$ cat src/wro_pkg.sv
// ----------------------------------------------------------------------------
// Wheel rotation observer package
// Shared widths, register indexes, sequencer states and a saturation helper.
// ----------------------------------------------------------------------------
package wro_pkg;

  localparam int SPEED_FRAC_BITS = 8;
  localparam int NUM_W = 48 + SPEED_FRAC_BITS;
  localparam int DEN_W = 34;
  localparam int CNT_W = $clog2(NUM_W);
  localparam int CFG_IDX_W = 2;
  localparam int CFG_DATA_W = 32;

  // Reciprocal of 100 scaled by 2^45; exact for numerators below 2^38.
  localparam logic [38:0] RECIP_100 = 39'd351843720889;
  // Smallest filter numerator whose quotient no longer fits in 31 bits.
  localparam logic [37:0] FLT_SAT_MAG = 38'd214748364800;

  localparam logic [CFG_IDX_W-1:0] CFG_POLL_INTERVAL = 2'd0;
  localparam logic [CFG_IDX_W-1:0] CFG_MOTION_THRESHOLD = 2'd1;

  typedef enum logic [3:0] {
    ST_IDLE,
    ST_PREP,
    ST_SPD_DIV,
    ST_FLT_MUL,
    ST_FLT_SUM,
    ST_FLT_MAC,
    ST_WUPD,
    ST_FORM,
    ST_BAL_START,
    ST_BAL_DIV,
    ST_BAL_WR,
    ST_DONE
  } state_t;

  function automatic logic signed [31:0] sat32(input logic neg, input logic [NUM_W-1:0] mag);
    logic signed [31:0] res;
    if (!neg) begin
      res = (mag > NUM_W'(32'h7FFF_FFFF)) ? 32'sh7FFF_FFFF : $signed(mag[31:0]);
    end else if (mag >= NUM_W'(33'h1_0000_0000 >> 1)) begin
      res = 32'sh8000_0000;
    end else begin
      res = -$signed(mag[31:0]);
    end
    return res;
  endfunction

endpackage

$ cat src/wro_if.sv
// ----------------------------------------------------------------------------
// Wheel rotation observer channels
// Valid/ready interfaces for the poll, result and configuration requests.
// ----------------------------------------------------------------------------
interface wro_in_if;
  logic               valid;
  logic               ready;
  logic        [31:0] now_time;
  logic signed [31:0] encoder_count;
  logic               read_ok;
  modport source (output valid, now_time, encoder_count, read_ok, input ready);
  modport sink (input valid, now_time, encoder_count, read_ok, output ready);
endinterface

interface wro_out_if;
  logic               valid;
  logic               ready;
  logic        [1:0]  polled_wheel;
  logic               polled;
  logic               all_ready;
  logic signed [31:0] rotation_speed;
  logic signed [15:0] rotation_balance;
  logic               motion_seen;
  modport source (output valid, polled_wheel, polled, all_ready, rotation_speed,
                  rotation_balance, motion_seen, input ready);
  modport sink (input valid, polled_wheel, polled, all_ready, rotation_speed,
                rotation_balance, motion_seen, output ready);
endinterface

interface wro_cfg_if;
  logic                             valid;
  logic                             ready;
  logic [wro_pkg::CFG_IDX_W-1:0]    index;
  logic [wro_pkg::CFG_DATA_W-1:0]   data;
  modport source (output valid, index, data, input ready);
  modport sink (input valid, index, data, output ready);
endinterface

$ cat src/wheel_rotation_observer.sv
// ----------------------------------------------------------------------------
// Wheel rotation observer
// Polls four wheel encoders round-robin, filters wheel speeds and forms the
// rotational speed, left/right balance and motion flag.
// A refused poll or failed read goes from idle straight to the done state,
// which registers its result. A full sample may use the shared bit-serial
// divider twice: for the wheel speed and, once all four wheels are valid,
// for the balance. A new request is taken once the result is registered; a
// result not yet taken holds the block in its last state.
// Reset is synchronous and active low; it clears the wheel state and restores
// the register defaults.
// ----------------------------------------------------------------------------
module wheel_rotation_observer (
  input  logic      clk,
  input  logic      rst_n,
  wro_in_if.sink    in_chan,
  wro_out_if.source out_chan,
  wro_cfg_if.sink   cfg_chan
);

  localparam int NW = wro_pkg::NUM_W;
  localparam int DW = wro_pkg::DEN_W;
  localparam int F = wro_pkg::SPEED_FRAC_BITS;

  wro_pkg::state_t state_r, state_nxt;

  logic        [7:0]  poll_interval_r;
  logic        [30:0] motion_threshold_r;
  logic        [3:0]  wheel_valid_r;
  logic        [31:0] wheel_last_count_r [4];
  logic        [31:0] wheel_last_time_r [4];
  logic signed [31:0] wheel_speed_r [4];
  logic        [1:0]  next_wheel_r;
  logic        [31:0] last_poll_time_r;
  logic signed [31:0] rot_speed_r;
  logic signed [15:0] balance_r;
  logic               motion_r;

  logic        [31:0] now_r;
  logic        [31:0] count_r;
  logic               polled_r;
  logic        [1:0]  wheel_r;
  logic               upd_r;
  logic               neg_r;
  logic signed [39:0] p1_r;
  logic signed [NW+7:0] p2_r;

  logic [NW-1:0]  div_nq_r;
  logic [DW-1:0]  div_den_r;
  logic [DW-1:0]  div_rem_r;
  logic [wro_pkg::CNT_W-1:0] div_cnt_r;
  logic           div_last;
  logic [DW:0]    rem_sh;
  logic           rem_ge;
  logic [DW:0]    rem_sub;

  logic [76:0]    rec_acc_r;
  logic [1:0]     rec_step_r;
  logic [18:0]    mul_a_c;
  logic [19:0]    mul_b_c;
  logic [38:0]    mul_p_c;
  logic [76:0]    mul_add_c;
  logic [NW-1:0]  flt_q_c;

  logic               out_valid_r;
  logic        [1:0]  out_wheel_r;
  logic               out_polled_r;
  logic               out_all_r;
  logic signed [31:0] out_rot_r;
  logic signed [15:0] out_bal_r;
  logic               out_motion_r;

  logic        in_fire;
  logic        poll_ok;
  logic [31:0] dt_c;
  logic [31:0] delta_c;
  logic [31:0] dmag_c;
  logic [NW-1:0] spd_num_c;
  logic signed [NW:0] sample_c;
  logic signed [NW+8:0] acc_c;
  logic [NW+8:0] acc_mag_c;
  logic [3:0]  valid_after_c;
  logic signed [34:0] diff_c;
  logic [34:0] diff_mag_c;
  logic [32:0] left_c;
  logic [32:0] right_c;
  logic [33:0] sum_c;
  logic [32:0] bal_d_c;
  logic [32:0] rot_mag_c;
  logic [31:0] rot_abs_c;
  logic        out_free;

  assign in_chan.ready = (state_r == wro_pkg::ST_IDLE);
  assign in_fire = in_chan.valid && in_chan.ready;
  assign cfg_chan.ready = 1'b1;
  assign out_free = !out_valid_r || out_chan.ready;

  assign poll_ok = (last_poll_time_r == 32'd0) ||
                   ((in_chan.now_time - last_poll_time_r) >= {24'd0, poll_interval_r});

  assign rem_sh = {div_rem_r, div_nq_r[NW-1]};
  assign rem_ge = rem_sh >= {1'b0, div_den_r};
  assign rem_sub = rem_sh - {1'b0, div_den_r};
  assign div_last = (div_cnt_r == wro_pkg::CNT_W'(NW - 1));

  // The filter division by 100 is a reciprocal multiply done as four
  // 19 by 20 bit partial products.
  always_comb begin
    case (rec_step_r)
      2'd0: begin
        mul_a_c = div_nq_r[18:0];
        mul_b_c = wro_pkg::RECIP_100[19:0];
      end
      2'd1: begin
        mul_a_c = div_nq_r[18:0];
        mul_b_c = {1'b0, wro_pkg::RECIP_100[38:20]};
      end
      2'd2: begin
        mul_a_c = div_nq_r[37:19];
        mul_b_c = wro_pkg::RECIP_100[19:0];
      end
      default: begin
        mul_a_c = div_nq_r[37:19];
        mul_b_c = {1'b0, wro_pkg::RECIP_100[38:20]};
      end
    endcase
    mul_p_c = 39'(mul_a_c) * 39'(mul_b_c);
    case (rec_step_r)
      2'd0: mul_add_c = {38'd0, mul_p_c};
      2'd1: mul_add_c = {38'd0, mul_p_c} << 20;
      2'd2: mul_add_c = {38'd0, mul_p_c} << 19;
      default: mul_add_c = {38'd0, mul_p_c} << 39;
    endcase
    flt_q_c = (div_nq_r >= NW'(wro_pkg::FLT_SAT_MAG)) ? NW'(32'h8000_0000)
                                                      : NW'(rec_acc_r[76:45]);
  end

  always_comb begin
    dt_c = now_r - wheel_last_time_r[wheel_r];
    delta_c = count_r - wheel_last_count_r[wheel_r];
    dmag_c = delta_c[31] ? (~delta_c + 32'd1) : delta_c;
    spd_num_c = NW'((({{(NW-32){1'b0}}, dmag_c} * NW'(1000)) << F) + NW'(dt_c >> 1));
    sample_c = neg_r ? -$signed({1'b0, div_nq_r}) : $signed({1'b0, div_nq_r});
    acc_c = $signed({{(NW-31){p1_r[39]}}, p1_r}) + $signed({p2_r[NW+7], p2_r});
    acc_mag_c = acc_c[NW+8] ? (~acc_c + 1'b1) : acc_c;
    valid_after_c = wheel_valid_r;
    valid_after_c[wheel_r] = 1'b1;
    diff_c = 35'(wheel_speed_r[0]) - 35'(wheel_speed_r[1])
           + 35'(wheel_speed_r[2]) - 35'(wheel_speed_r[3]);
    diff_mag_c = diff_c[34] ? 35'(-diff_c) : 35'(diff_c);
    left_c = 33'(wheel_speed_r[0][31] ? -34'(wheel_speed_r[0]) : 34'(wheel_speed_r[0]))
           + 33'(wheel_speed_r[2][31] ? -34'(wheel_speed_r[2]) : 34'(wheel_speed_r[2]));
    right_c = 33'(wheel_speed_r[1][31] ? -34'(wheel_speed_r[1]) : 34'(wheel_speed_r[1]))
            + 33'(wheel_speed_r[3][31] ? -34'(wheel_speed_r[3]) : 34'(wheel_speed_r[3]));
    sum_c = {1'b0, left_c} + {1'b0, right_c};
    bal_d_c = (left_c < right_c) ? (right_c - left_c) : (left_c - right_c);
    rot_mag_c = 33'((diff_mag_c + 35'd2) >> 2);
    rot_abs_c = rot_speed_r[31] ? (~rot_speed_r + 32'd1) : rot_speed_r;
  end

  always_comb begin
    state_nxt = state_r;
    case (state_r)
      wro_pkg::ST_IDLE: begin
        if (in_fire) begin
          state_nxt = (poll_ok && in_chan.read_ok) ? wro_pkg::ST_PREP : wro_pkg::ST_DONE;
        end
      end
      wro_pkg::ST_PREP: begin
        state_nxt = (wheel_valid_r[wheel_r] && dt_c != 32'd0) ? wro_pkg::ST_SPD_DIV
                                                              : wro_pkg::ST_WUPD;
      end
      wro_pkg::ST_SPD_DIV: if (div_last) state_nxt = wro_pkg::ST_FLT_MUL;
      wro_pkg::ST_FLT_MUL: state_nxt = wro_pkg::ST_FLT_SUM;
      wro_pkg::ST_FLT_SUM: state_nxt = wro_pkg::ST_FLT_MAC;
      wro_pkg::ST_FLT_MAC: if (rec_step_r == 2'd3) state_nxt = wro_pkg::ST_WUPD;
      wro_pkg::ST_WUPD: begin
        state_nxt = (&valid_after_c) ? wro_pkg::ST_FORM : wro_pkg::ST_DONE;
      end
      wro_pkg::ST_FORM: state_nxt = wro_pkg::ST_BAL_START;
      wro_pkg::ST_BAL_START: begin
        state_nxt = (div_den_r <= DW'(34'd1 << F)) ? wro_pkg::ST_DONE : wro_pkg::ST_BAL_DIV;
      end
      wro_pkg::ST_BAL_DIV: if (div_last) state_nxt = wro_pkg::ST_BAL_WR;
      wro_pkg::ST_BAL_WR: state_nxt = wro_pkg::ST_DONE;
      wro_pkg::ST_DONE: if (out_free) state_nxt = wro_pkg::ST_IDLE;
      default: state_nxt = wro_pkg::ST_IDLE;
    endcase
  end

  always_ff @(posedge clk) begin
    if (!rst_n) begin
      state_r <= wro_pkg::ST_IDLE;
    end else begin
      state_r <= state_nxt;
    end
  end

  always_ff @(posedge clk) begin
    if (!rst_n) begin
      poll_interval_r <= 8'd10;
      motion_threshold_r <= 31'd25600;
      wheel_valid_r <= 4'd0;
      for (int i = 0; i < 4; i++) begin
        wheel_last_count_r[i] <= 32'd0;
        wheel_last_time_r[i] <= 32'd0;
        wheel_speed_r[i] <= 32'sd0;
      end
      next_wheel_r <= 2'd0;
      last_poll_time_r <= 32'd0;
      rot_speed_r <= 32'sd0;
      balance_r <= 16'sd0;
      motion_r <= 1'b0;
      out_valid_r <= 1'b0;
    end else begin
      if (cfg_chan.valid) begin
        if (cfg_chan.index == wro_pkg::CFG_POLL_INTERVAL) begin
          poll_interval_r <= (cfg_chan.data[7:0] == 8'd0) ? 8'd1 : cfg_chan.data[7:0];
        end else if (cfg_chan.index == wro_pkg::CFG_MOTION_THRESHOLD) begin
          motion_threshold_r <= cfg_chan.data[30:0];
        end
      end
      if (out_valid_r && out_chan.ready && state_r != wro_pkg::ST_DONE) begin
        out_valid_r <= 1'b0;
      end
      case (state_r)
        wro_pkg::ST_IDLE: begin
          if (in_fire) begin
            now_r <= in_chan.now_time;
            count_r <= in_chan.encoder_count;
            polled_r <= poll_ok;
            wheel_r <= next_wheel_r;
            if (poll_ok) begin
              last_poll_time_r <= in_chan.now_time;
              next_wheel_r <= next_wheel_r + 2'd1;
            end
          end
        end
        wro_pkg::ST_PREP: begin
          upd_r <= wheel_valid_r[wheel_r] && (dt_c != 32'd0);
          neg_r <= delta_c[31];
          div_nq_r <= spd_num_c;
          div_den_r <= DW'(dt_c);
          div_rem_r <= '0;
          div_cnt_r <= '0;
        end
        wro_pkg::ST_SPD_DIV, wro_pkg::ST_BAL_DIV: begin
          div_rem_r <= rem_ge ? rem_sub[DW-1:0] : rem_sh[DW-1:0];
          div_nq_r <= {div_nq_r[NW-2:0], rem_ge};
          div_cnt_r <= div_cnt_r + 1'b1;
        end
        wro_pkg::ST_FLT_MUL: begin
          p1_r <= 40'(wheel_speed_r[wheel_r]) * 40'sd65;
          p2_r <= (NW+8)'(sample_c) * (NW+8)'(35);
        end
        wro_pkg::ST_FLT_SUM: begin
          neg_r <= acc_c[NW+8];
          div_nq_r <= NW'(acc_mag_c + (NW+9)'(50));
          rec_acc_r <= '0;
          rec_step_r <= '0;
        end
        wro_pkg::ST_FLT_MAC: begin
          rec_acc_r <= rec_acc_r + mul_add_c;
          rec_step_r <= rec_step_r + 2'd1;
        end
        wro_pkg::ST_WUPD: begin
          if (upd_r) begin
            wheel_speed_r[wheel_r] <= wro_pkg::sat32(neg_r, flt_q_c);
          end
          wheel_valid_r[wheel_r] <= 1'b1;
          wheel_last_count_r[wheel_r] <= count_r;
          wheel_last_time_r[wheel_r] <= now_r;
        end
        wro_pkg::ST_FORM: begin
          rot_speed_r <= wro_pkg::sat32(diff_c[34], NW'(rot_mag_c));
          neg_r <= left_c < right_c;
          div_nq_r <= NW'({bal_d_c, 15'd0} + 48'(sum_c >> 1));
          div_den_r <= sum_c;
          div_rem_r <= '0;
          div_cnt_r <= '0;
        end
        wro_pkg::ST_BAL_START: begin
          motion_r <= rot_abs_c >= {1'b0, motion_threshold_r};
          if (div_den_r <= DW'(34'd1 << F)) begin
            balance_r <= 16'sd0;
          end
        end
        wro_pkg::ST_BAL_WR: begin
          if (neg_r) begin
            balance_r <= (div_nq_r > NW'(32768)) ? 16'sh8000 : 16'(-$signed(div_nq_r[16:0]));
          end else begin
            balance_r <= (div_nq_r > NW'(32767)) ? 16'sh7FFF : $signed(div_nq_r[15:0]);
          end
        end
        wro_pkg::ST_DONE: begin
          if (out_free) begin
            out_valid_r <= 1'b1;
            out_wheel_r <= polled_r ? wheel_r : 2'd0;
            out_polled_r <= polled_r;
            out_all_r <= &wheel_valid_r;
            out_rot_r <= rot_speed_r;
            out_bal_r <= balance_r;
            out_motion_r <= motion_r;
          end
        end
        default: begin
        end
      endcase
    end
  end

  assign out_chan.valid = out_valid_r;
  assign out_chan.polled_wheel = out_wheel_r;
  assign out_chan.polled = out_polled_r;
  assign out_chan.all_ready = out_all_r;
  assign out_chan.rotation_speed = out_rot_r;
  assign out_chan.rotation_balance = out_bal_r;
  assign out_chan.motion_seen = out_motion_r;

endmodule

$ cat src/flat_wrapper.sv
// flat-port wrapper written by rule: the top's interface ports become plain ports
module wheel_rotation_observer_flat 
  (clk, rst_n, in_chan_valid, in_chan_now_time, in_chan_encoder_count, in_chan_read_ok, in_chan_ready, out_chan_valid, out_chan_polled_wheel, out_chan_polled, out_chan_all_ready, out_chan_rotation_speed, out_chan_rotation_balance, out_chan_motion_seen, out_chan_ready, cfg_chan_valid, cfg_chan_index, cfg_chan_data, cfg_chan_ready);
  wro_in_if in_chan_i ();
  wro_out_if out_chan_i ();
  wro_cfg_if cfg_chan_i ();
  input  logic clk;
  input  logic rst_n;
  input wire logic [$bits(in_chan_i.valid)-1:0] in_chan_valid;
  input wire logic [$bits(in_chan_i.now_time)-1:0] in_chan_now_time;
  input wire logic [$bits(in_chan_i.encoder_count)-1:0] in_chan_encoder_count;
  input wire logic [$bits(in_chan_i.read_ok)-1:0] in_chan_read_ok;
  output wire logic [$bits(in_chan_i.ready)-1:0] in_chan_ready;
  output wire logic [$bits(out_chan_i.valid)-1:0] out_chan_valid;
  output wire logic [$bits(out_chan_i.polled_wheel)-1:0] out_chan_polled_wheel;
  output wire logic [$bits(out_chan_i.polled)-1:0] out_chan_polled;
  output wire logic [$bits(out_chan_i.all_ready)-1:0] out_chan_all_ready;
  output wire logic [$bits(out_chan_i.rotation_speed)-1:0] out_chan_rotation_speed;
  output wire logic [$bits(out_chan_i.rotation_balance)-1:0] out_chan_rotation_balance;
  output wire logic [$bits(out_chan_i.motion_seen)-1:0] out_chan_motion_seen;
  input wire logic [$bits(out_chan_i.ready)-1:0] out_chan_ready;
  input wire logic [$bits(cfg_chan_i.valid)-1:0] cfg_chan_valid;
  input wire logic [$bits(cfg_chan_i.index)-1:0] cfg_chan_index;
  input wire logic [$bits(cfg_chan_i.data)-1:0] cfg_chan_data;
  output wire logic [$bits(cfg_chan_i.ready)-1:0] cfg_chan_ready;
  assign in_chan_i.valid = in_chan_valid;
  assign in_chan_i.now_time = in_chan_now_time;
  assign in_chan_i.encoder_count = in_chan_encoder_count;
  assign in_chan_i.read_ok = in_chan_read_ok;
  assign in_chan_ready = in_chan_i.ready;
  assign out_chan_valid = out_chan_i.valid;
  assign out_chan_polled_wheel = out_chan_i.polled_wheel;
  assign out_chan_polled = out_chan_i.polled;
  assign out_chan_all_ready = out_chan_i.all_ready;
  assign out_chan_rotation_speed = out_chan_i.rotation_speed;
  assign out_chan_rotation_balance = out_chan_i.rotation_balance;
  assign out_chan_motion_seen = out_chan_i.motion_seen;
  assign out_chan_i.ready = out_chan_ready;
  assign cfg_chan_i.valid = cfg_chan_valid;
  assign cfg_chan_i.index = cfg_chan_index;
  assign cfg_chan_i.data = cfg_chan_data;
  assign cfg_chan_ready = cfg_chan_i.ready;
  wheel_rotation_observer u_core (.clk(clk), .rst_n(rst_n), .in_chan(in_chan_i), .out_chan(out_chan_i), .cfg_chan(cfg_chan_i));
endmodule
$ cat config.mk
export PLATFORM = sky130hd
export DESIGN_NAME = wheel_rotation_observer_flat
export DESIGN_NICKNAME = d
export VERILOG_FILES = /design/src/wro_pkg.sv /design/src/wro_if.sv /design/src/wheel_rotation_observer.sv /design/src/flat_wrapper.sv
export SDC_FILE = /design/constraint.sdc
export NUM_CORES = 2
export LEC_CHECK = 0
export BUFFER_PORTS_ARGS = -buffer_cell sky130_fd_sc_hd__buf_2
export CORE_ASPECT_RATIO = 1.4
export CORE_MARGIN = 2
export CORE_UTILIZATION = 65
export DETAILED_ROUTE_END_ITERATION = 10
export PLACE_DENSITY = 0.82
export SLEW_MARGIN = 40
export SYNTH_ARGS = -nofsm -noshare
export SYNTH_HDL_FRONTEND = slang
export SYNTH_SLANG_ARGS = --single-unit
$ cat constraint.sdc
create_clock -name clk -period 22.5 [get_ports clk]
set_input_delay 4.5 -clock clk [delete_from_list [all_inputs] [get_ports clk]]
set_output_delay 4.5 -clock clk [all_outputs]
set_load 0.1 [all_outputs]
==> summary.md <==
| Metric | Value |
|---|---|
| Worst rel slew slack | `38.2%` |
| Antenna violations before repair | `17` |
| Vias | `88600` |
| Syn Area/Cell | `8.88 um^2` |
| Main combinational cell family by area after synthesis | `adder cells` |
| CTS buffer count | `100` |
| Pin count of the biggest net entering global routing | `between 90 and 100` |
| Hold buffers post-CTS | `0` |
| Routed Antenna Nets | `0` |
| Row count | `approximately 170` |
| Compound-Gate Fraction of Synth Area | `17.6%` |
| Post-synth EDFFs | `around 820` |
| Starting density of the core | `65.5%` |
| Max Cap Violations | `0` |
| Post-synthesis adder-cell area fraction | `between 20% and 30%` |
| Seq cells post-synth | `952` |
| Remaining DRCs | `0` |
| RePlAce Congestion | `1.06` |
| Final setup vio count | `0` |
| Total negative slack | `0 ns` |
| Sequential fraction of the synthesis area | `26.8%` |
| Global-route wire length before repair | `479 mm` |
| CTS Buffer Depth | `3` |
| Slowest cell on the critical path | `xnor2_1` |
| Synth Area in Simple Gates | `between 10% and 20%` |
| Crit start category | `flip-flop` |
| Boundary Pins | `160` |
| Die H | `~470 um` |
| Clk_lat worst skew | `0.78 ns` |
| Vias per cell | `6.52` |
| Root Buffer | `clkbuf_16` |
| CTS tree | `done` |
| Min Tclk post-route | `13.51 ns` |
| Post-Route Utilization | `around 70%` |
| Clock sink total | `952` |
| Top_reg_cell synth | `edfxtp_1` |
| CTS clk-pin slew, worst paths | `~0.070 ns` |
| Drt first pass iters | `10` |
| Total gr overflow | `0` |
| Final Skew | `0.0577 ns` |
| Worst R2R End | `u_core.div_nq_r[48]` |
| Die footprint | `0.159 mm^2` |
| Core area | `approximately 0.16 mm^2` |
| Post-synth ARST share | `0%` |
| R2R depth | `49` |
| CP Capture Type | `flip-flop` |
| Slew Limit Fails | `0` |
| Drt wl/cell | `around 23 um` |
| Slew @ Worst Pin | `roughly 0.92 ns` |
| DR iter-0 viols | `8952` |
| Xor and xnor area share after synthesis | `8.11%` |
| Maximum clock frequency | `~74 MHz` |
| Final hold vios | `0` |
| WHS Path Cells | `0` |
| Port Buffers | `157` |
| Most used cell, CP | `o21ai_0` |
| P&R area growth vs syn | `6.46%` |
| Hpwl dp | `243 mm` |
| Gate Count Post-Synth | `11400` |
| Post-Syn Area | `0.102 mm^2` |
| Worst Path Max Fanout | `21` |
| Multiplexer share of the synthesized area | `3.20%` |
| Synth warn | `0` |
| Nets | `13000` |
| Synthesized net count | `roughly 13000` |
| Post-cts gate resize count | `0` |
| DRT Wirelength | `313 mm` |
| Worst setup path class | `reg2reg` |
| Vias in the first global route | `around 87000` |
| Crit path required time | `23.00 ns` |
| Status | `finished, final reports clean` |
| Hold endpoint | `u_core.out_chan.rotation_balance[3]` |
| Worst Min Path Start | `u_core.balance_r[3]` |
| Die W | `338 um` |
| Hold crit path type | `reg2reg` |
| Layout cells sized above 1 | `6.55%` |
| Worst reg-to-reg setup slack | `8.99 ns` |
| CP peak stage delay | `a little over 0.6 ns` |
| Crit share post-route | `around three fifths` |
| Gr usage total | `38.6%` |
| Crit path arrival time | `14.01 ns` |
| RSZ-0062 raised after global routing | `no` |
| Postcts setup bufs | `0` |
| Synth cell types | `117` |
| H-Tree Depth | `3` |
## flip-flops by register name, summed over array words and instances, names as in the netlist, 4 cells and up, named ones only
name,count
u_core.div_cnt_r,6
u_core.rec_acc_r,77
u_core.div_rem_r,34
u_core.now_r,32
u_core.wheel_speed_r,128
u_core.wheel_last_count_r,128
u_core.last_poll_time_r,32
u_core.poll_interval_r,8
u_core.motion_threshold_r,31
u_core.out_chan.rotation_balance,16
u_core.out_chan.rotation_speed,32
u_core.state_r,4
u_core.wheel_last_time_r,128
u_core.rot_speed_r,32
u_core.balance_r,16
u_core.p1_r,40
u_core.div_nq_r,56
u_core.wheel_valid_r,4
u_core.count_r,32
u_core.div_den_r,34
u_core.p2_r,64
## final cells by class
class | instances | area, um^2
antenna | 7 | 17.5
multi-input combinational | 8777 | 68300
tap | 2076 | 2600
timing repair buffer | 246 | 1540
sequential | 952 | 27300
clock buffer | 119 | 2690
inverter | 1334 | 5010
fill | 12100 | 47000
clock inverter | 68 | 691
## worst max path at each step
stage | slack, ns | start | endpoint | cells past startpoint
final | 8.99 | flip-flop | u_core.div_nq_r[48] | 49
after global routing | 8.01 | flip-flop | u_core.div_nq_r[40] | 49
after CTS | 9.03 | flip-flop | u_core.div_nq_r[48] | 49
after detailed placement | 9.09 | flip-flop | u_core.div_nq_r[48] | 49
after global placement | 9.26 | flip-flop | u_core.div_nq_r[48] | 49
after floorplan | 9.90 | rst_n | u_core.p1_r[0] | 3
## logic make-up (layout without fill, tap and decap cells)
kind of cell / Yosys count / count (layout)
AOI/OAI and AO/OA: 2714 / 2714
xor gates and xnor gates: 936 / 936
adders and majority gates: 1489 / 1489
buffers and inverters: 1706 / 1767
DFF: 952 / 952
muxes: 200 / 200
other: 1 / 8
and+or+nand+nor: 3437 / 3437
## worst max-delay path: cells and delay by family, from the launching register on
kind | cells | cell delay [ns]
compound gates | 22 | 4.85
xor+xnor | 4 | 1.06
fa+ha+maj | 7 | 2.93
buf+inv | 6 | 1.64
flops | 1 | 0.60
mux | 1 | 0.57
simple gates | 9 | 1.55
## synth_stat cells, types with 95 or more instances
| cell | instances | area share, % |
|---|---|---|
| xnor2_1 | 685 | 5.9 |
| and3_1 | 95 | 0.59 |
| o21bai_1 | 121 | 0.89 |
| or3_1 | 116 | 0.71 |
| o21a_1 | 96 | 0.71 |
| o21ai_0 | 555 | 2.7 |
| nand2b_1 | 125 | 0.77 |
| nand3_1 | 254 | 1.3 |
| xor2_1 | 248 | 2.1 |
| a21oi_1 | 674 | 3.3 |
| clkbuf_1 | 314 | 1.2 |
| mux4_2 | 97 | 2.2 |
| o31ai_1 | 115 | 0.85 |
| a21o_1 | 232 | 1.7 |
| nand2_1 | 705 | 2.6 |
| ha_1 | 1128 | 14 |
| a31oi_1 | 114 | 0.70 |
| edfxtp_1 | 819 | 24 |
| nand4_1 | 101 | 0.62 |
| nor2b_1 | 113 | 0.70 |
| dfxtp_1 | 133 | 2.6 |
| nor2_1 | 926 | 3.4 |
| and2_1 | 366 | 2.3 |
| fa_1 | 357 | 7.0 |
| nor3_1 | 282 | 1.4 |
| inv_1 | 1328 | 4.9 |
## routing by layer
metal  part of all wire, %  vias up  wire, um  GRT usage, %
met3                   9.2     1221     28700          8.61
met1                    36    42500    112000          44.5
met5                 0.060        -       187         0.401
met4                   9.2       16     28800          29.7
li1                      -    40700         -             -
met2                    46     4173    144000          62.3
## stage by stage
stage               setup slack [ns]  hold WS [ns]  instance area, um^2  std cells
global route                    8.01         0.457               108000      13600
detailed placement              9.09         0.425               104000      13400
CTS                             9.03         0.442               108000      13600
floorplan                       9.90         0.408               102000      11400
global placement                9.26         0.421               104000      13400
finish                          8.99         0.444               108000      13600
## cells in the final DEF (no fill, tap or decap), drive strengths merged, types with 255 or more instances in the layout
| cell | n |
|---|---|
| o21ai | 563 |
| fa | 357 |
| and2 | 370 |
| inv | 1343 |
| edfxtp | 819 |
| ha | 1128 |
| nand2 | 705 |
| xnor2 | 686 |
| nor3 | 287 |
| nor2 | 926 |
| a21oi | 674 |
| nand3 | 255 |
Power is left out: the tool's default activity adds up to more than one toggle a clock period on the data nets, which glitch-free logic cannot reach.
